File: config.mk
export PLATFORM = sky130hd
export DESIGN_NAME = cursor_linked_list_engine
export DESIGN_NICKNAME = d
export VERILOG_FILES = /design/src/hw/rtl/cll_pkg.sv /design/src/hw/rtl/cll_ram.sv /design/src/hw/rtl/cll_ctrl.sv /design/src/hw/rtl/cll_dp.sv /design/src/hw/rtl/cursor_linked_list_engine.sv
export SDC_FILE = /design/constraint.sdc
export NUM_CORES = 2
export LEC_CHECK = 0
export BUFFER_PORTS_ARGS = -buffer_cell sky130_fd_sc_hd__buf_2
export CAP_MARGIN = 20
export CORE_MARGIN = 2
export CORE_UTILIZATION = 50
export CTS_CLUSTER_SIZE = 20
export DETAILED_ROUTE_END_ITERATION = 10
export MAX_ROUTING_LAYER = met4
export PLACE_DENSITY = 0.74
export RECOVER_POWER = 100
export SYNTH_ARGS = -nofsm -noshare
export SYNTH_HDL_FRONTEND = slang
export SYNTH_SLANG_ARGS = --single-unit
File: constraint.sdc
create_clock -name clk -period 4.72 [get_ports clk]
set_input_delay 0.236 -clock clk [delete_from_list [all_inputs] [get_ports clk]]
set_output_delay 0.236 -clock clk [all_outputs]
set_load 0.03 [all_outputs]
File: src/hw/rtl/cll_pkg.sv
// shared types and codes for the cursor linked list engine
`default_nettype none
package cll_pkg;

  typedef enum logic [1:0] {
    ACT_INSERT = 2'd0,
    ACT_FIND   = 2'd1,
    ACT_DELETE = 2'd2
  } action_e;

  typedef struct packed {
    logic [1:0]          action;
    logic signed [31:0]  item_value;
  } in_word_t;

  typedef struct packed {
    logic       status;
    logic [5:0] slot;
  } out_word_t;

  // controller to datapath
  typedef struct packed {
    logic clr_wr;
    logic accept;
    logic set_full;
    logic start_ins;
    logic start_walk;
    logic walk_step;
    logic hit;
    logic ins_commit;
    logic del_unlink;
    logic del_free;
    logic load_out;
  } cmd_t;

  // datapath to controller
  typedef struct packed {
    logic clr_last;
    logic free_empty;
    logic walk_end;
    logic walk_hit;
  } stat_t;

endpackage
`default_nettype wire

File: src/hw/rtl/cll_ram.sv
// generic single write port ram with registered read
`default_nettype none
module cll_ram #(
  parameter int WIDTH = 32,
  parameter int DEPTH = 64
) (
  input  wire logic                     clk,
  input  wire logic                     wr_en,
  input  wire logic [$clog2(DEPTH)-1:0] wr_addr,
  input  wire logic [WIDTH-1:0]         wr_data,
  input  wire logic [$clog2(DEPTH)-1:0] rd_addr,
  output logic      [WIDTH-1:0]         rd_data
);

  logic [WIDTH-1:0] mem [DEPTH];
  logic [WIDTH-1:0] rd_data_r;

  always_ff @(posedge clk) begin
    if (wr_en) begin
      mem[wr_addr] <= wr_data;
    end
    rd_data_r <= mem[rd_addr];
  end

  assign rd_data = rd_data_r;

endmodule
`default_nettype wire

File: src/hw/rtl/cll_ctrl.sv
// sequencer for clear, insert, walk and delete
`default_nettype none
module cll_ctrl (
  input  wire logic           clk,
  input  wire logic           rst_n,
  input  wire logic           in_valid,
  output logic                in_ready,
  input  wire logic [1:0]     in_action,
  output logic                out_valid,
  input  wire logic           out_ready,
  output cll_pkg::cmd_t       cmd,
  input  wire cll_pkg::stat_t stat
);
  import cll_pkg::*;

  typedef enum logic [6:0] {
    S_CLR      = 7'b0000001,
    S_IDLE     = 7'b0000010,
    S_INS      = 7'b0000100,
    S_WALK     = 7'b0001000,
    S_DEL_LINK = 7'b0010000,
    S_DEL_FREE = 7'b0100000,
    S_DONE     = 7'b1000000
  } state_t;

  state_t state_r, state_nxt;
  logic   is_del_r, is_del_nxt;
  logic   out_valid_r, out_valid_nxt;

  always_comb begin
    state_nxt     = state_r;
    is_del_nxt    = is_del_r;
    out_valid_nxt = out_valid_r && !out_ready;
    cmd           = '0;
    in_ready      = 1'b0;
    case (state_r)
      S_CLR: begin
        cmd.clr_wr = 1'b1;
        if (stat.clr_last) begin
          state_nxt = S_IDLE;
        end
      end
      S_IDLE: begin
        in_ready = 1'b1;
        if (in_valid) begin
          cmd.accept = 1'b1;
          case (in_action)
            ACT_INSERT: begin
              if (stat.free_empty) begin
                cmd.set_full = 1'b1;
                state_nxt    = S_DONE;
              end else begin
                cmd.start_ins = 1'b1;
                state_nxt     = S_INS;
              end
            end
            ACT_FIND: begin
              cmd.start_walk = 1'b1;
              is_del_nxt     = 1'b0;
              state_nxt      = S_WALK;
            end
            ACT_DELETE: begin
              cmd.start_walk = 1'b1;
              is_del_nxt     = 1'b1;
              state_nxt      = S_WALK;
            end
            default: begin
              state_nxt = S_DONE;
            end
          endcase
        end
      end
      S_INS: begin
        cmd.ins_commit = 1'b1;
        state_nxt      = S_DONE;
      end
      S_WALK: begin
        if (stat.walk_end) begin
          state_nxt = S_DONE;
        end else if (stat.walk_hit) begin
          cmd.hit   = 1'b1;
          state_nxt = is_del_r ? S_DEL_LINK : S_DONE;
        end else begin
          cmd.walk_step = 1'b1;
        end
      end
      S_DEL_LINK: begin
        cmd.del_unlink = 1'b1;
        state_nxt      = S_DEL_FREE;
      end
      S_DEL_FREE: begin
        cmd.del_free = 1'b1;
        state_nxt    = S_DONE;
      end
      S_DONE: begin
        if (!out_valid_r || out_ready) begin
          cmd.load_out  = 1'b1;
          out_valid_nxt = 1'b1;
          state_nxt     = S_IDLE;
        end
      end
      default: begin
        state_nxt = S_IDLE;
      end
    endcase
  end

  always_ff @(posedge clk) begin
    if (!rst_n) begin
      state_r     <= S_CLR;
      is_del_r    <= 1'b0;
      out_valid_r <= 1'b0;
    end else begin
      state_r     <= state_nxt;
      is_del_r    <= is_del_nxt;
      out_valid_r <= out_valid_nxt;
    end
  end

  assign out_valid = out_valid_r;

`ifndef NO_ASSERTIONS
  a_no_overwrite: assert property (@(posedge clk) disable iff (!rst_n)
    cmd.load_out |-> (!out_valid_r || out_ready))
    else $error("result overwritten while held");

  a_load_shows: assert property (@(posedge clk) disable iff (!rst_n)
    cmd.load_out |=> out_valid_r)
    else $error("loaded result not presented");

  a_accept_leaves_idle: assert property (@(posedge clk) disable iff (!rst_n)
    (in_valid && in_ready) |=> (state_r != S_IDLE))
    else $error("accepted word did not start work");

  a_step_not_past_end: assert property (@(posedge clk) disable iff (!rst_n)
    cmd.walk_step |-> !stat.walk_end)
    else $error("walk stepped past end of list");
`endif

endmodule
`default_nettype wire

File: src/hw/rtl/cll_dp.sv
// heads, walk registers and list stores
`default_nettype none
module cll_dp #(
  parameter int LIST_SIZE = 64
) (
  input  wire logic               clk,
  input  wire logic               rst_n,
  input  wire cll_pkg::cmd_t      cmd,
  output cll_pkg::stat_t          stat,
  input  wire logic signed [31:0] in_value,
  output cll_pkg::out_word_t      out_data
);
  import cll_pkg::*;

  localparam int IW = $clog2(LIST_SIZE);
  typedef logic [IW-1:0] idx_t;
  localparam logic [IW:0] SIZE_W = (IW+1)'(LIST_SIZE);
  localparam idx_t        LAST   = IW'(LIST_SIZE - 1);

  // out-of-range links read as end of list
  function automatic idx_t slot_ok(input idx_t s);
    slot_ok = ({1'b0, s} < SIZE_W) ? s : '0;
  endfunction

  idx_t       clr_idx_r, clr_idx_nxt;
  idx_t       used_head_r, used_head_nxt;
  idx_t       free_head_r, free_head_nxt;
  idx_t       pos_r, pos_nxt;
  idx_t       prev_r, prev_nxt;
  idx_t       succ_r, succ_nxt;
  idx_t       rslot_r, rslot_nxt;
  logic       rstat_r, rstat_nxt;
  logic [31:0] value_r, value_nxt;
  out_word_t  out_r, out_nxt;
  logic [IW+5:0] slot_ext;

  logic       lnk_we;
  idx_t       lnk_wa, lnk_wd, lnk_q, rd_addr;
  logic [31:0] val_q;

  assign slot_ext = {6'b0, rslot_r};

  always_comb begin
    clr_idx_nxt   = clr_idx_r;
    used_head_nxt = used_head_r;
    free_head_nxt = free_head_r;
    pos_nxt       = pos_r;
    prev_nxt      = prev_r;
    succ_nxt      = succ_r;
    rslot_nxt     = rslot_r;
    rstat_nxt     = rstat_r;
    value_nxt     = value_r;
    out_nxt       = out_r;
    lnk_we        = 1'b0;
    lnk_wa        = pos_r;
    lnk_wd        = free_head_r;
    rd_addr       = pos_r;
    if (cmd.clr_wr) begin
      lnk_we      = 1'b1;
      lnk_wa      = clr_idx_r;
      lnk_wd      = (clr_idx_r == LAST) ? '0 : clr_idx_r + idx_t'(1);
      clr_idx_nxt = clr_idx_r + idx_t'(1);
    end
    if (cmd.accept) begin
      value_nxt = in_value;
      rstat_nxt = 1'b0;
      rslot_nxt = '0;
    end
    if (cmd.set_full) begin
      rstat_nxt = 1'b1;
    end
    if (cmd.start_ins) begin
      rd_addr = free_head_r;
      pos_nxt = free_head_r;
    end
    if (cmd.start_walk) begin
      rd_addr  = used_head_r;
      pos_nxt  = used_head_r;
      prev_nxt = '0;
    end
    if (cmd.walk_step) begin
      prev_nxt = pos_r;
      pos_nxt  = slot_ok(lnk_q);
      rd_addr  = slot_ok(lnk_q);
    end
    if (cmd.hit) begin
      rslot_nxt = pos_r;
      succ_nxt  = lnk_q;
    end
    if (cmd.ins_commit) begin
      lnk_we        = 1'b1;
      lnk_wa        = pos_r;
      lnk_wd        = used_head_r;
      free_head_nxt = slot_ok(lnk_q);
      used_head_nxt = pos_r;
      rslot_nxt     = pos_r;
    end
    if (cmd.del_unlink) begin
      if (prev_r == '0) begin
        used_head_nxt = slot_ok(succ_r);
      end else begin
        lnk_we = 1'b1;
        lnk_wa = prev_r;
        lnk_wd = succ_r;
      end
    end
    if (cmd.del_free) begin
      lnk_we        = 1'b1;
      lnk_wa        = pos_r;
      lnk_wd        = free_head_r;
      free_head_nxt = pos_r;
    end
    if (cmd.load_out) begin
      out_nxt.status = rstat_r;
      out_nxt.slot   = slot_ext[5:0];
    end
  end

  always_ff @(posedge clk) begin
    if (!rst_n) begin
      clr_idx_r   <= '0;
      used_head_r <= '0;
      free_head_r <= idx_t'(1);
    end else begin
      clr_idx_r   <= clr_idx_nxt;
      used_head_r <= used_head_nxt;
      free_head_r <= free_head_nxt;
    end
  end

  always_ff @(posedge clk) begin
    pos_r   <= pos_nxt;
    prev_r  <= prev_nxt;
    succ_r  <= succ_nxt;
    rslot_r <= rslot_nxt;
    rstat_r <= rstat_nxt;
    value_r <= value_nxt;
    out_r   <= out_nxt;
  end

  cll_ram #(.WIDTH(IW), .DEPTH(LIST_SIZE)) u_link_ram (
    .clk     (clk),
    .wr_en   (lnk_we),
    .wr_addr (lnk_wa),
    .wr_data (lnk_wd),
    .rd_addr (rd_addr),
    .rd_data (lnk_q)
  );

  cll_ram #(.WIDTH(32), .DEPTH(LIST_SIZE)) u_value_ram (
    .clk     (clk),
    .wr_en   (cmd.ins_commit),
    .wr_addr (pos_r),
    .wr_data (value_r),
    .rd_addr (rd_addr),
    .rd_data (val_q)
  );

  assign stat.clr_last   = (clr_idx_r == LAST);
  assign stat.free_empty = (free_head_r == '0);
  assign stat.walk_end   = (pos_r == '0);
  assign stat.walk_hit   = (val_q == value_r);

  assign out_data = out_r;

endmodule
`default_nettype wire

File: src/hw/rtl/cursor_linked_list_engine.sv
// one word at a time, one linked slot read per cycle during a walk
// reset: synchronous active-low rst_n, then a clearing pass
//   writes the initial free chain into the link ram; in_ready stays low meanwhile
// a finished result sits in an output register so the next word can be taken
`default_nettype none
module cursor_linked_list_engine #(
  parameter int LIST_SIZE = 64
) (
  input  wire logic                clk,
  input  wire logic                rst_n,
  // command words
  input  wire logic                in_valid,
  output logic                     in_ready,
  input  wire cll_pkg::in_word_t   in_data,
  // result words
  output logic                     out_valid,
  input  wire logic                out_ready,
  output cll_pkg::out_word_t       out_data
);
  import cll_pkg::*;

  cmd_t  cmd;
  stat_t stat;

  // sequencer: clearing pass, dispatch on action, walk loop, unlink steps
  cll_ctrl u_ctrl (
    .clk       (clk),
    .rst_n     (rst_n),
    .in_valid  (in_valid),
    .in_ready  (in_ready),
    .in_action (in_data.action),
    .out_valid (out_valid),
    .out_ready (out_ready),
    .cmd       (cmd),
    .stat      (stat)
  );

  // list heads, walk cursor and the two slot stores
  cll_dp #(.LIST_SIZE(LIST_SIZE)) u_dp (
    .clk      (clk),
    .rst_n    (rst_n),
    .cmd      (cmd),
    .stat     (stat),
    .in_value (in_data.item_value),
    .out_data (out_data)
  );

endmodule
`default_nettype wire

==> flow_metrics.tcl <==
set metrics [dict create \
    port_buffers 46 \
    crit_path_start "u_dp.value_r[2]" \
    clockBufferDepth 3 \
    finalHoldWorstSlack_ps 82.8 \
    syn_inst 7194 \
    wirelength_met1_um 101000 \
    setup_repair_after_global_routing_missed_its_margin "false" \
    r2r_slack_ps -190 \
    largest_net_degree_at_the_start_of_global_routing 97 \
    overall_global_routing_usage_pct 28.9 \
    final_net_count 7569 \
    grt_pass1_wl_um 420000 \
    part_of_the_total_power_dissipated_in_the_clock_network_pct 40.8 \
    route.met2.wl_um 134000 \
    route.final.wire_length_um 291000 \
    failed_checks "capacitance limit, slew limit, setup timing" \
    placement_rows 164 \
    sw_frac_of_total_pct 22.0 \
    synth_enable_flop_cells 2489 \
    category_of_the_worst_setup_path_launch_point "flip-flop" \
    met3_wirelength_um 36800 \
    max_slew_violation_count 2391 \
    timing.fmax_mhz 204 \
    switchingPower_w 0.0104 \
    finalSetupViolCount 8 \
    place_congestion 0.923 \
    total_number_of_vias 65100 \
    cellLeakagePower_nw 37.1 \
    syn-num-nets 7235 \
    worstHoldPathCells 2 \
    clock_latency_ps 870 \
    drc_errors 0 \
    rr_endpoint "u_dp.u_value_ram.rd_data[13]" \
    sequential_share_of_power_pct 53.7 \
    run_status "finished, violations left" \
    clk_root_buffer_cell "clkbuf_16" \
    ir_worst_vdd_uv 353 \
    ff_latch_area_um2 76200 \
    setup_tns_ps -497 \
    maxSlewHeadroom_pct -159 \
    syn_to_final_growth_pct 14.5 \
    hold_viol 0 \
    global_route.overflow_total 0 \
    timing.hold.worst.class "primary input to flip-flop" \
    die-area_um2 204000 \
    largest_driver_fanout_on_the_critical_path 19 \
    crit_path_end "u_dp.u_value_ram.rd_data[13]" \
    max-cap-violations 48 \
    final.setup_skew_ps 47.1 \
    via_count_of_the_first_global_routing_pass 62600 \
    path_class "flip-flop to flip-flop" \
    drt_pass1_iterations 8 \
    final.setup.worst_slack_ps -194 \
    detailed_place_hpwl_um 173000 \
    ioPinCount 47 \
    pwr-share-comb_pct 5.5 \
    area_used_by_multi_input_combinational_logic_um2 22500 \
    proportion_of_synthesized_flip_flops_having_asynchronous_set_or_reset_pct 0 \
    final_worst_path_period_need_ps 4910 \
    finalInstanceArea_um2 115000 \
    antenna_found_initial 14 \
    dr.max_layer_used "met4" \
    drt-vias-per-instance 6.26 \
    clkSinkCount 2561 \
    synthFlopType "edfxtp_1" \
    number_of_distinct_library_cell_variants_in_the_gate_level_netlist_after_synthesis 62 \
    antenna_violating_nets_post_route 0 \
    tightest_slew_ps 3890 \
    arrival_ps 5650 \
    power_density_nw_per_um2 411 \
    p_int_w 0.0368 \
    yosys_warnings 0 \
    starting_utilization_of_the_core_area_pct 50.2 \
    dr.first_iter.drc_count 10300 \
    layout-drive-gt1-share_pct 11.1 \
    critical_path.endpoint_type "flip-flop" \
    h-tree-depth 4 \
    die_width_um 452 \
    r2r_start "u_dp.value_r[2]" \
    postSynthAreaPerCell_um2 13.9 \
    clkTransAtPathRegs_ps 60 \
    final_worst_path_period_share_pct 104 \
    crit_required_ps 5460 \
    cts_inserted_buffers 237 \
    synth_seq_cells 2561 \
    reg2reg_depth 15 \
    route.detailed.wl_per_inst_um 27.9 \
    clock_tree_from_tritoncts "built" \
    placeableCoreArea_um2 200000 \
    fillCellCount 14900 \
    floorplan.die.height_um 452 \
    post_synth_instance_area_um2 100000 \
    postPlaceCellArea_um2 107000 \
    postLayoutCoreUtil_pct 57.5 \
    ys_seq_area_share_pct 75.9 \
]
## layout by cell type, fill, tap and decap left out, types with 6 or more instances in the layout
master,n
edfxtp_1,2489
bufinv_16,25
o221ai_1,152
a21oi_1,172
nor2_1,137
nor2_2,14
nand4_1,11
clkinv_2,44
nor2b_1,8
a32o_1,38
o21ai_1,75
inv_1,10
mux2i_1,418
nand3_1,971
nor2_4,21
clkbuf_1,114
or3_1,6
o21ai_0,56
diode_2,14
nor3_1,7
clkbuf_8,18
dfxtp_1,72
o22a_1,6
clkbuf_2,64
clkbuf_16,239
buf_12,92
clkbuf_4,12
a31oi_1,153
clkinvlp_4,10
dlygate4sd3_1,37
and2_0,11
buf_2,31
buf_4,240
o2111ai_1,38
nand2_1,1732
xnor2_1,35
clkinv_1,51
nand3b_1,9
## power by group through the flow
| stage | clock [W] | combinational, W | sequential (W) |
|---|---|---|---|
| final | 0.0193 | 0.00258 | 0.0254 |
| after global routing | 0.0202 | 0.00272 | 0.0254 |
| after global placement | 0 | 0.00246 | 0.0258 |
| after detailed placement | 0 | 0.00253 | 0.0258 |
| after floorplan | 0 | 0.00135 | 0.0257 |
| after CTS | 0.0193 | 0.00257 | 0.0253 |
## cell type report
class / count / share of cell area (%)
clock buffer: 300 / 5.56
timing repair buffer: 549 / 4.25
clock inverter: 142 / 1.26
multi-input combinational: 4165 / 19.6
inverter: 14 / 0.0664
sequential: 2561 / 66.3
tap: 2656 / 2.89
antenna: 14 / 0.0305
## synth_stat cells (all sizes together), types with 4 or more instances
library cell	instances	area [um2]
o22a	6	52.6
xor2	5	43.8
or4	4	33.8
nor2	172	646
nand3	971	4860
a21oi	176	881
o221ai	152	1330
xnor2	35	307
edfxtp	2489	74700
nand3b	9	67.6
nor4	7	50.1
a31oi	153	957
mux2	4	45.0
buf	144	717
and2	13	81.3
nor3	9	55.1
nand4	11	68.8
o2111ai	38	333
clkbuf	310	1160
inv	14	52.6
a32o	38	380
or3	6	37.5
dfxtp	72	1440
a311oi	5	43.8
nand2	1738	6520
a22oi	5	37.5
o21ai	135	676
nor2b	8	50.1
mux2i	421	4240
## metrics by stage
stage                     total power [W]  setup WS (ps)  instances
after global placement             0.0283           -317       9906
after global routing               0.0483           30.4      10400
final                              0.0472           -194      10400
after floorplan                    0.0271            365       7194
after detailed placement           0.0283           -399       9906
after CTS                          0.0472           35.6      10400
## routing by layer
layer / GRT usage, % / up-vias
li1: - / 27500
met1: 35.8 / 31900
met2: 44.2 / 4673
met3: 6.73 / 926
met4: 15.4 / 0
met5: - / -
## critical path, stage by stage (launching register included)
cell	delay, ps
edfxtp_1	430
xnor2_1	440
nand4_1	330
nor4_4	530
clkbuf_1	190
a21o_1	170
buf_12	150
mux2i_4	110
inv_8	260
buf_4	380
buf_12	220
mux2i_1	230
o221ai_1	170
a31oi_1	330
o21ai_0	410
a32o_1	380
## worst min path at each step
stage | to | start
global route | u_dp.value_r[21] | in_data[21]
detailed placement | u_dp.out_data[5] | u_dp.rslot_r[5]
global placement | u_dp.out_data[2] | u_dp.rslot_r[2]
floorplan | u_dp.value_r[0] | in_data[0]
CTS | u_dp.value_r[12] | in_data[12]
finish | u_dp.value_r[21] | in_data[21]
## logic make-up after synthesis
family          after synthesis  share of synthesized area (%)
mux                         425                           4.27
simple gates               2963                           12.6
flops                      2561                           75.9
buf+inv                     468                           1.93
compound gates              734                           4.91
xor+xnor                     40                          0.349
fa+ha+maj                     3                         0.0374
## timing repair
action / 4_1_cts / 5_1_grt
hold buffers: 37 / 0
gates resized for setup: 4 / 2
hold endpoints to repair: 44 / 0
endpoints found under the setup margin: 22 / 2
buffers inserted: 1 / 0
## registers in the layout, indices dropped and copies added (netlist names), 7 cells and up
| name | cells |
|---|---|
| u_dp.u_value_ram.mem | 2048 |
| u_dp.u_link_ram.mem | 384 |
| u_dp.u_value_ram.rd_data | 32 |
| u_dp.value_r | 32 |
| u_ctrl.state_r | 7 |
| u_dp.out_data | 7 |
Power figures use the tool's default switching activity.
